File: config.mk
export PLATFORM = sky130hd
export DESIGN_NAME = pscu_mul
export DESIGN_NICKNAME = d
export VERILOG_FILES = /design/src/pscu_pkg.sv /design/src/pscu_mul.sv
export SDC_FILE = /design/constraint.sdc
export NUM_CORES = 1
export LEC_CHECK = 0
export CORE_MARGIN = 3
export CORE_UTILIZATION = 25
export CTS_BUF_LIST = sky130_fd_sc_hd__clkbuf_4
export DETAILED_ROUTE_END_ITERATION = 10
export DONT_BUFFER_PORTS = 1
export GPL_ROUTABILITY_DRIVEN = 0
export HOLD_SLACK_MARGIN = 0.1
export MAX_ROUTING_LAYER = met4
export SYNTH_ARGS = -nofsm -noshare
export SYNTH_HDL_FRONTEND = slang
export SYNTH_SLANG_ARGS = --single-unit
File: constraint.sdc
create_clock -name clock -period 4.09 [get_ports clock]
set_input_delay 0.818 -clock clock [delete_from_list [all_inputs] [get_ports clock]]
set_output_delay 0.818 -clock clock [all_outputs]
set_load 0.05 [all_outputs]
File: src/pscu_pkg.sv
// Shared types, constants and helpers of the sensor compensation unit.
// No dependencies; imported by every module of the block.
package pscu_pkg;

   localparam int CSR_INDEX_W = 3;
   localparam int CSR_DATA_W  = 64;

   // register indexes
   typedef enum logic [CSR_INDEX_W-1:0] {
      CSR_CAL_TEMPERATURE   = 3'd0,
      CSR_CAL_PRESSURE_LOW  = 3'd1,
      CSR_CAL_PRESSURE_HIGH = 3'd2,
      CSR_CAL_PRESS_HUM     = 3'd3,
      CSR_CAL_HUMIDITY      = 3'd4,
      CSR_FINE_TEMP_OFFSET  = 3'd5
   } pscu_csr_type;

   // pressure status codes
   localparam logic [1:0] PRESS_OK       = 2'd0;
   localparam logic [1:0] PRESS_DISABLED = 2'd1;
   localparam logic [1:0] PRESS_ZERO_DIV = 2'd2;

   localparam logic [23:0] DISABLED_24   = 24'h800000;
   localparam logic [15:0] DISABLED_16   = 16'h8000;
   localparam logic signed [63:0] PRESS_TF_BIAS = 64'sd128000;
   localparam logic signed [63:0] HUM_TF_BIAS   = 64'sd76800;
   localparam logic signed [63:0] PRESS_P_BASE  = 64'sd1048576;
   localparam logic signed [63:0] PRESS_SCALE   = 64'sd3125;
   localparam logic signed [63:0] HUM_V_MAX     = 64'sd419430400;
   localparam logic signed [63:0] HUM_B_BIAS    = 64'sd2097152;
   localparam logic signed [63:0] HUM_A_ROUND   = 64'sd16384;
   localparam logic signed [63:0] HUM_C_BIAS    = 64'sd32768;
   localparam logic signed [63:0] HUM_B_ROUND   = 64'sd8192;
   localparam logic signed [63:0] TEMP_ROUND    = 64'sd128;
   localparam logic signed [63:0] TEMP_MAX      = 64'sd32767;
   localparam logic signed [63:0] TEMP_MIN      = -64'sd32768;
   localparam logic [16:0] HUM_Q10_MAX = 17'd102400;

   // sequencer states
   typedef enum logic [5:0] {
      ST_IDLE, ST_T_A, ST_T_B, ST_T_C, ST_T_D, ST_T_E,
      ST_P_ENT, ST_P_SQ, ST_P_V2, ST_P_X, ST_P_P4, ST_P_Y, ST_P_Z, ST_P_1,
      ST_P_CHK, ST_P_N, ST_P_DIV, ST_P_Q1, ST_P_Q2, ST_P_Q3, ST_P_SUM, ST_P_FIN,
      ST_H_ENT, ST_H_A, ST_H_B1, ST_H_B2, ST_H_C, ST_H_D, ST_H_E, ST_H_F,
      ST_H_G, ST_H_H, ST_H_I, ST_H_J, ST_H_K, ST_OUT
   } pscu_state_type;

   // operation request/response to the serial arithmetic units
   typedef struct packed {
      logic        start;
      logic [63:0] a;
      logic [63:0] b;
   } pscu_op_req_type;

   typedef struct packed {
      logic        done;
      logic [63:0] result;
   } pscu_op_rsp_type;

   function automatic logic signed [63:0] sext32(input logic [31:0] v);
      return {{32{v[31]}}, v};
   endfunction

   function automatic logic signed [63:0] sext21(input logic [20:0] v);
      return {{43{v[20]}}, v};
   endfunction

   function automatic logic signed [63:0] sext16(input logic [15:0] v);
      return {{48{v[15]}}, v};
   endfunction

   function automatic logic signed [63:0] sext12(input logic [11:0] v);
      return {{52{v[11]}}, v};
   endfunction

   function automatic logic signed [63:0] sext8(input logic [7:0] v);
      return {{56{v[7]}}, v};
   endfunction

endpackage

File: src/pscu_mul.sv
// Bit-serial 64-bit multiplier (low 64 bits of the product, wrapping).
// Depends on pscu_pkg.
module pscu_mul (
   input  logic                      clock,
   input  logic                      reset,
   input  pscu_pkg::pscu_op_req_type op_req,
   output pscu_pkg::pscu_op_rsp_type op_rsp
);
   import pscu_pkg::*;

   logic        busy_ff, busy_in;
   logic        done_ff, done_in;
   logic        neg_ff, neg_in;
   logic [63:0] acc_ff, acc_in;
   logic [63:0] mcand_ff, mcand_in;
   logic [63:0] mplier_ff, mplier_in;
   logic [63:0] result_ff, result_in;

   // one multiplier bit per cycle, magnitude of b; stops when it runs out
   always_comb begin
      busy_in   = busy_ff;
      done_in   = 1'b0;
      neg_in    = neg_ff;
      acc_in    = acc_ff;
      mcand_in  = mcand_ff;
      mplier_in = mplier_ff;
      result_in = result_ff;
      if (op_req.start) begin
         busy_in   = 1'b1;
         acc_in    = '0;
         mcand_in  = op_req.a;
         mplier_in = op_req.b[63] ? (~op_req.b + 64'd1) : op_req.b;
         neg_in    = op_req.b[63];
      end else if (busy_ff) begin
         if (mplier_ff == '0) begin
            busy_in   = 1'b0;
            done_in   = 1'b1;
            result_in = neg_ff ? (~acc_ff + 64'd1) : acc_ff;
         end else begin
            if (mplier_ff[0]) begin
               acc_in = acc_ff + mcand_ff;
            end
            mcand_in  = {mcand_ff[62:0], 1'b0};
            mplier_in = {1'b0, mplier_ff[63:1]};
         end
      end
   end

   always_ff @(posedge clock) begin
      if (reset) begin
         busy_ff <= 1'b0;
         done_ff <= 1'b0;
      end else begin
         busy_ff <= busy_in;
         done_ff <= done_in;
      end
      neg_ff    <= neg_in;
      acc_ff    <= acc_in;
      mcand_ff  <= mcand_in;
      mplier_ff <= mplier_in;
      result_ff <= result_in;
   end

   assign op_rsp.done   = done_ff;
   assign op_rsp.result = result_ff;

endmodule

After elaboration in Yosys (flattened, before gate mapping)
Cells that the tools add are included.
Widths: inputs -> output; s select.
{"block": "op_classes", "n_reduce_logical": 6, "mul": 0, "div_mod_pow": 0, "n_mux": 12, "n_addsub": 3, "n_lt_le_gt_ge": 0, "bitwise_logic": 5, "n_shift": 0, "n_eq_ne": 1}
{"operator": "$mux 64", "count": 8}
{"operator": "$add 64x1->64 const B", "count": 2}
{"operator": "$not 64->64", "count": 2}
{"operator": "$add 64x64->64", "count": 1}
{"operator": "$logic_not 64->1", "count": 1}
{"operator": "$reduce_and 3->1", "count": 2}
{"operator": "$mux 1", "count": 4}
{"operator": "$not 1->1", "count": 3}
{"operator": "$reduce_or 3->1", "count": 1}
{"operator": "$ne 2x2->1 const B", "count": 1}
{"operator": "$reduce_and 2->1", "count": 1}
{"operator": "$reduce_bool 2->1", "count": 1}
{"block": "word_totals", "inputBits": 131, "out_inout_bits": 65, "latch_bits": 0, "register_bits": 259, "mem_bits_rw": 0, "n_memories": 0, "romBits": 0}

Longest topological paths before layout
Gate-level depths: netlist of run 1.
{"block": "depth", "depth_word": 4, "depth_mapped": 13}

Least setup slack after synthesis of run 1
OpenSTA, ideal clock, no wires.
{"block": "synth_path", "kind": "input-to-reg", "from": "input op_req[23] (netlist name)", "to": "register mplier_ff[61] (data pin)", "required_ns": 3.820, "setup_ns": 0.270, "arrival_ns": 3.367, "stages": 12, "setup_slack_ns": 0.453, "cell_sequence": "or3_1 or4_1 nor2_2 nand2_1 or2_2 or3_1 clkbuf_1 inv_1 nand2_1 o41ai_1 xor2_1 a21oi_1"}
{"block": "synth_between", "elab_chain_cells": 4}
{"element": "start, declared", "line": "pscu_mul.sv:6", "text": "input pscu_pkg::pscu_op_req_type op_req,"}
{"element": "$not 64->64", "line": "pscu_mul.sv:32", "text": "mplier_in = op_req.b[63] ? (~op_req.b + 64'd1) : op_req.b;"}
{"element": "$add 64x1->64", "line": "pscu_mul.sv:32"}
{"element": "$mux 64", "line": "pscu_mul.sv:32"}
{"element": "$mux 64", "line": "pscu_mul.sv:28", "text": "if (op_req.start) begin"}
{"element": "net mplier_in[61]", "line": "pscu_mul.sv:16", "text": "logic [63:0] mplier_ff, mplier_in;"}
{"element": "end signal, assigned", "line": "pscu_mul.sv:60", "text": "mplier_ff <= mplier_in;"}
{"element": "end, declared", "line": "pscu_mul.sv:16"}
The timed path passes the listed nets, and every way through them passes these cells.
A chain may end at the register's enable or synchronous reset.

Worst setup path in the final report of run 1
{"block": "layout_path", "from": "register mcand_ff[0]", "to": "register acc_ff[54]"}
{"block": "layout_between", "elab_chain_cells": 1}
{"element": "start, declared", "line": "pscu_mul.sv:15", "text": "logic [63:0] mcand_ff, mcand_in;"}
{"element": "start signal, assigned", "line": "pscu_mul.sv:59", "text": "mcand_ff <= mcand_in;"}
{"element": "$add 64x64->64", "line": "pscu_mul.sv:41", "text": "acc_in = acc_ff + mcand_ff;"}
{"element": "end signal, assigned", "line": "pscu_mul.sv:58", "text": "acc_ff <= acc_in;"}
{"element": "end, declared", "line": "pscu_mul.sv:14", "text": "logic [63:0] acc_ff, acc_in;"}
No other way between the ends.

==> impl_metrics.tcl, run 1 <==
set metrics [dict create \
    instances_no_fill 2601 \
    start_util 0.2549 \
    grt_pass1_wl_um 74370 \
    grt_setup_unrepaired "false" \
    ctsHtreeMaxLevel 3 \
    die_y_um 260.5 \
    setup_viol 0 \
    yosys-top-cells-count "edfxtp_1 (193), a21oi_1 (186), nand2_1 (176)" \
    port_buffers 0 \
    hold_viol 0 \
    period_minus_slack_ns 3.824 \
    startpoint_type "flop" \
    rows 92 \
    crit_top_cell "o21ai_0" \
    vias 13150 \
    async_reset_ff_frac 0 \
    syn_nets 1879 \
    met2_usage 0.2215 \
    finalSetupTns_ns 0 \
    finish.net_count 1893 \
    synth_warnings 0 \
    synth_edf_count 193 \
    max_freq_mhz 261.5 \
    fin_skew_ns 0.06261 \
    cp.required_ns 4.70 \
    cts_tree "yes" \
    busiest_layer "met2" \
    clkLatencyLatePin_ns 0.78 \
    antenna_found_initial 6 \
    peakVddDrop_uv 204.4 \
    yosysMostFrequentCell "edfxtp_1" \
    worstSetupPathType "reg2reg" \
    clock_path_buffers 3 \
    met1_usage 0.1775 \
    hold_path_class "in2reg" \
    slew_headroom 0.3869 \
    dieArea_um2 67880 \
    wl_um 49160 \
    ys_seq_area_frac 0.4394 \
    worst_slew_pin_slew_ns 0.9196 \
    core_region_area_um2 63540 \
    ys.flop_type "edfxtp_1" \
    synthTopCellsByArea "edfxtp_1 (36%), dfxtp_1 (8.2%), a21oi_1 (5.7%), mux2_2 (5.4%), ha_1 (5.0%)" \
    overflow 0 \
    root_buffer "clkbuf_4" \
    drt_iter0_markers 1180 \
    synth.distinct_cells 72 \
    syn_inst 1682 \
    outcome "complete, no violations" \
    place_hpwl_um 35770 \
    track_usage 0.1453 \
    antenna_left 0 \
    clkSinkCount 259 \
    drive_above_1_share 0.1372 \
    p_total_w 0.007583 \
    worst_path_max_delay_cell "fa_1" \
    dp.cells 2465 \
    wl_per_cell_um 18.90 \
    leakagePower_nw 6.640 \
    yosysTopAreaCellShare 0.3578 \
    vias_per_cell 5.057 \
    clk_pin_slew_ns 0.06 \
    grt_use_met3 0.05871 \
    cpLargestDelayFamily "compound AO/OA/AOI/OAI gates" \
    crit_buf_inv 0 \
    yosysTopAreaCell "edfxtp_1" \
    post_cts_buffers 0 \
    max_stage_delay_ns 0.45 \
    setup.worst_path.end_class "flop" \
    post-route-drc-count 0 \
    critPathMaxFanout 5 \
    p_per_area_nw_per_um2 418.3 \
    die_x_um 260.5 \
    ys_ff_latch 259 \
    cts_made_buffers 70 \
    drv_slew 0 \
    drv_cap 0 \
    area_growth_syn_to_layout_pct 11.92 \
    syn-mean-instance-area_um2 9.630 \
    io_pins 196 \
    finalCritPeriodShare 0.9350 \
    synth_area_um2 16200 \
    fillCellCount 6806 \
    path_cells "ha_1 > fa_1 > a211oi_1 > o21ai_0 > nand3_1 > nand3b_1 > a21oi_2 > o311ai_0 > a41o_1 > a221o_1 > a21boi_0 > xor2_1 > o21ai_0" \
    worstPathArrival_ns 4.44 \
    grt_max_degree 208 \
    drt_pass1_iterations 5 \
    grt_pass1_vias 12900 \
]
==> placed cells by master (no fill, tap or decap), drive strengths merged, types with 9 or more instances in the layout <==
cell    instances
nor2          123
xor2           81
inv            28
nor2b          11
ha             65
or3            32
clkinv         17
buf            24
o31ai          25
mux2           78
xnor2          90
or2             9
nor4           38
nand3          27
nand2         176
clkbuf        107
o21bai         17
a31oi          15
or4            19
o41ai          14
nor3           29
edfxtp        193
and3           11
a211oi          9
a21oi         188
dfxtp          66
o21ai          90
nand4          35
nand2b         13
a21o           46
==> sequential cells by signal, summed over array words and instances, names as in the netlist <==
| register | count |
|---|---|
| busy_ff | 1 |
| result_ff | 64 |
| neg_ff | 1 |
| mplier_ff | 64 |
| done_ff | 1 |
| mcand_ff | 64 |
| acc_ff | 64 |
==> routing by layer <==
layer / share of wire / wire length [um]
met1: 0.43 / 21110
met2: 0.45 / 21910
met3: 0.10 / 5153
met4: 0.020 / 978
met5: 0 / 0
==> final timing paths <==
check,slack [ns],end,cells past startpoint,startpoint
max reg2reg,0.27,acc_ff[54],13,mcand_ff[0]
min reg2reg,0.50,acc_ff[15],2,acc_ff[15]
max,0.27,acc_ff[54],13,mcand_ff[0]
min,0.24,acc_ff[0],1,op_req[128]
==> cells by family (layout without fill, tap and decap cells) <==
kind of cell | count (synthesis) | after routing | synth area share
xor gates and xnor gates | 171 | 171 | 0.09246
muxes | 82 | 82 | 0.05670
and+or+nand+nor | 545 | 545 | 0.1665
buffers and inverters | 115 | 182 | 0.02688
adders and majority gates | 66 | 66 | 0.05144
DFF | 259 | 259 | 0.4394
other | 0 | 6 | 0
AOI/OAI and AO/OA | 444 | 444 | 0.1667
==> metrics by stage <==
step,setup slack [ns],util,area [um^2],hold slack (ns)
CTS,0.1338,0.2850,18110,0.1036
detailed placement,0.1316,0.2698,17150,0.4916
finish,0.2657,0.2853,18130,0.2378
global placement,0.2227,0.2698,17150,0.4888
global route,0.004868,0.2853,18130,0.1155
floorplan,0.4529,-,16200,0.4678
==> area by class of cell <==
class | instances | area, um^2 | area share
multi-input cells | 1308 | 8656 | 0.4775
flip-flops and latches | 259 | 7117 | 0.3926
well taps | 846 | 1059 | 0.05839
clock buffers | 107 | 803.3 | 0.04431
repair buffers | 28 | 270.3 | 0.01491
inverters | 29 | 108.9 | 0.006005
clock inverters | 18 | 100.1 | 0.005521
diodes | 6 | 15.01 | 0.0008282
==> where the power goes <==
group | switching, W | internal (W)
registers | 0.000195 | 0.00312
logic | 0.00112 | 0.000756
clock network | 0.00114 | 0.00125
==> worst register-to-register path: stages (launching register included) <==
cell      delay (ns)
edfxtp_1        0.39
ha_1            0.23
fa_1            0.45
a211oi_1        0.34
o21ai_0         0.20
nand3_1         0.20
nand3b_1        0.12
a21oi_2         0.27
o311ai_0        0.26
a41o_1          0.32
a221o_1         0.44
a21boi_0        0.24
xor2_1          0.17
o21ai_0         0.09
==> timing repair <==
action / in CTS / in global routing
setup endpoints to repair: 0 / 1
hold buffers: 5 / 0
gates resized for setup: 0 / 1
hold endpoints to repair: 25 / 0
No activity file was read; power rests on OpenSTA's default activity.
==> run 2: changes to the inputs <==
--- a/config.mk
+++ b/config.mk
@@ -5,6 +5,7 @@
 export SDC_FILE = /design/constraint.sdc
 export NUM_CORES = 1
 export LEC_CHECK = 0
+export CORE_ASPECT_RATIO = 0.6
 export CORE_MARGIN = 3
 export CORE_UTILIZATION = 25
 export CTS_BUF_LIST = sky130_fd_sc_hd__clkbuf_4
@@ -16,3 +17,4 @@
 export SYNTH_ARGS = -nofsm -noshare
 export SYNTH_HDL_FRONTEND = slang
 export SYNTH_SLANG_ARGS = --single-unit
+export TNS_END_PERCENT = 20
==> impl_metrics.tcl, run 2 (synthesized netlist as in run 1, its figures left out) <==
set metrics [dict create \
    outcome "complete, no violations" \
    final_common_cell "edfxtp_1" \
    antenna_left 0 \
    max_freq_mhz 270.4 \
    worstPathArrival_ns 4.37 \
    cp.required_ns 4.76 \
    peakVddDrop_uv 144.3 \
    path_cells "ha_1 > fa_1 > a211oi_2 > o21ai_0 > nand3_1 > nand3b_1 > a21oi_2 > o311ai_0 > a41o_1 > a221o_1 > a21boi_0 > xor2_1 > o21ai_0" \
    grt_pass1_wl_um 78390 \
    clkLatencyLatePin_ns 0.80 \
    hold_path_class "in2reg" \
    core_region_area_um2 63340 \
    crit_top_cell "o21ai_0" \
    finish.net_count 1900 \
    root_buffer "clkbuf_4" \
    place_hpwl_um 38050 \
    max_stage_delay_ns 0.47 \
    worstSetupPathType "reg2reg" \
    antenna_found_initial 16 \
    vias_per_cell 5.196 \
    wl_um 52460 \
    post_cts_buffers 0 \
    start_util 0.2557 \
    drive_above_1_share 0.1440 \
    drv_slew 0 \
    pre_cts_ws_ns 0.2178 \
    port_buffers 0 \
    intPower_w 0.005230 \
    pwr-share-seq 0.429 \
    setup.worst_path.end_class "flop" \
    clock_path_buffers 3 \
    finalCritPeriodShare 0.9041 \
    hold_viol 0 \
    ctsHtreeMaxLevel 3 \
    drt_pass1_iterations 6 \
    post-route-drc-count 0 \
    leakagePower_nw 6.701 \
    clock_power_share 0.330 \
    wl_per_cell_um 20.08 \
    dieArea_um2 67980 \
    p_comb_frac 0.241 \
    p_total_w 0.007761 \
    worst_slew_pin_slew_ns 0.9598 \
    swShare 0.3261 \
    finalSetupTns_ns 0 \
    track_usage 0.1544 \
    die_y_um 203.2 \
    overflow 0 \
    cts_made_buffers 74 \
    power_switching_w 0.002531 \
    cts_tree "yes" \
    p_per_area_nw_per_um2 425.7 \
    drv_cap 0 \
    area_growth_syn_to_layout_pct 12.54 \
    rows 71 \
    startpoint_type "flop" \
    period_minus_slack_ns 3.698 \
    clkSinkCount 259 \
    final_cell_mix "edfxtp_1 (193), a21oi_1 (185), nand2_1 (175)" \
    die_x_um 334.6 \
    finalWorstSetupSlack_ns 0.3922 \
    grt_pass1_vias 12770 \
    grt_setup_unrepaired "false" \
    vias 13580 \
    critPathMaxFanout 5 \
    slew_headroom 0.3543 \
    drt_iter0_markers 1356 \
    worst_path_max_delay_cell "a221o_1" \
    setup_viol 0 \
    fin_skew_ns 0.07830 \
    clk_pin_slew_ns 0.07 \
    io_pins 196 \
    grt_max_degree 217 \
]
==> run 2: cell count changes in the layout (fill, tap and decap cells not counted), moves of 2 or more <==
cell,change
dlygate4sd3_1,+3
diode_2,+4
inv_2,+3
clkinv_2,+2
clkbuf_4,+8
==> run 2: per-stage QoR <==
stage | cell area [um^2] | hold slack [ns] | cells | utilization
final | 18230 | 0.2403 | 2613 | 0.2878
after global routing | 18230 | 0.1546 | 2613 | 0.2878
after CTS | 18200 | 0.1057 | 2603 | 0.2873
after detailed placement | 17150 | 0.5129 | 2459 | 0.2707
after global placement | 17150 | 0.4822 | 2459 | 0.2707
after floorplan | 16200 | 0.4678 | 1682 | -
==> run 2: cell type report <==
type                       instances  area [um^2]
fill                            6603        45110
multi-input combinational       1308         8661
sequential                       259         7117
tap                              839         1050
clock buffer                     115        863.3
timing repair buffer              31        287.8
clock inverter                    22        117.6
inverter                          29        108.9
antenna                           10        25.02
==> run 2: repair_timing <==
| action | in CTS | in global routing |
|---|---|---|
| endpoints found under the setup margin | 0 | 1 |
| hold buffers | 7 | 0 |
| resized for setup | 0 | 2 |
| hold endpoints to repair | 14 | 0 |
==> run 2: metal layers <==
metal / vias up / global-route usage / wire, um
li1: 6369 / - / -
met1: 6489 / 0.2161 / 24740
met2: 616 / 0.2047 / 21010
met3: 104 / 0.04664 / 4980
met4: 0 / 0.06227 / 1728
met5: - / - / 0
==> run 2: path summary, 6_finish.rpt <==
path                                  start           end  slack, ns  cells past startpoint
worst min-delay path            op_req[114]  mcand_ff[50]       0.24                      1
worst max register to register  mcand_ff[0]    acc_ff[54]       0.39                     13
worst min register to register   acc_ff[12]    acc_ff[12]       0.52                      2
worst max-delay path            mcand_ff[0]    acc_ff[54]       0.39                     13
==> run 2: power by group through the flow <==
stage | clock, W | combinational (W) | sequential [W]
CTS | 0.00265 | 0.00184 | 0.00333
detailed placement | 0 | 0.00181 | 0.00339
global route | 0.00279 | 0.00206 | 0.00336
global placement | 0 | 0.00179 | 0.00338
finish | 0.00256 | 0.00187 | 0.00333
floorplan | 0 | 0.00142 | 0.00329
==> run 2: critical path: cells and delay by family, from the launching register on <==
family	cells	cell delay [ns]
AO/OA/AOI/OAI	8	2.01
XOR/XNOR	1	0.17
adder cells (fa/ha/maj)	2	0.68
flip-flops	1	0.39
AND/OR/NAND/NOR	2	0.34
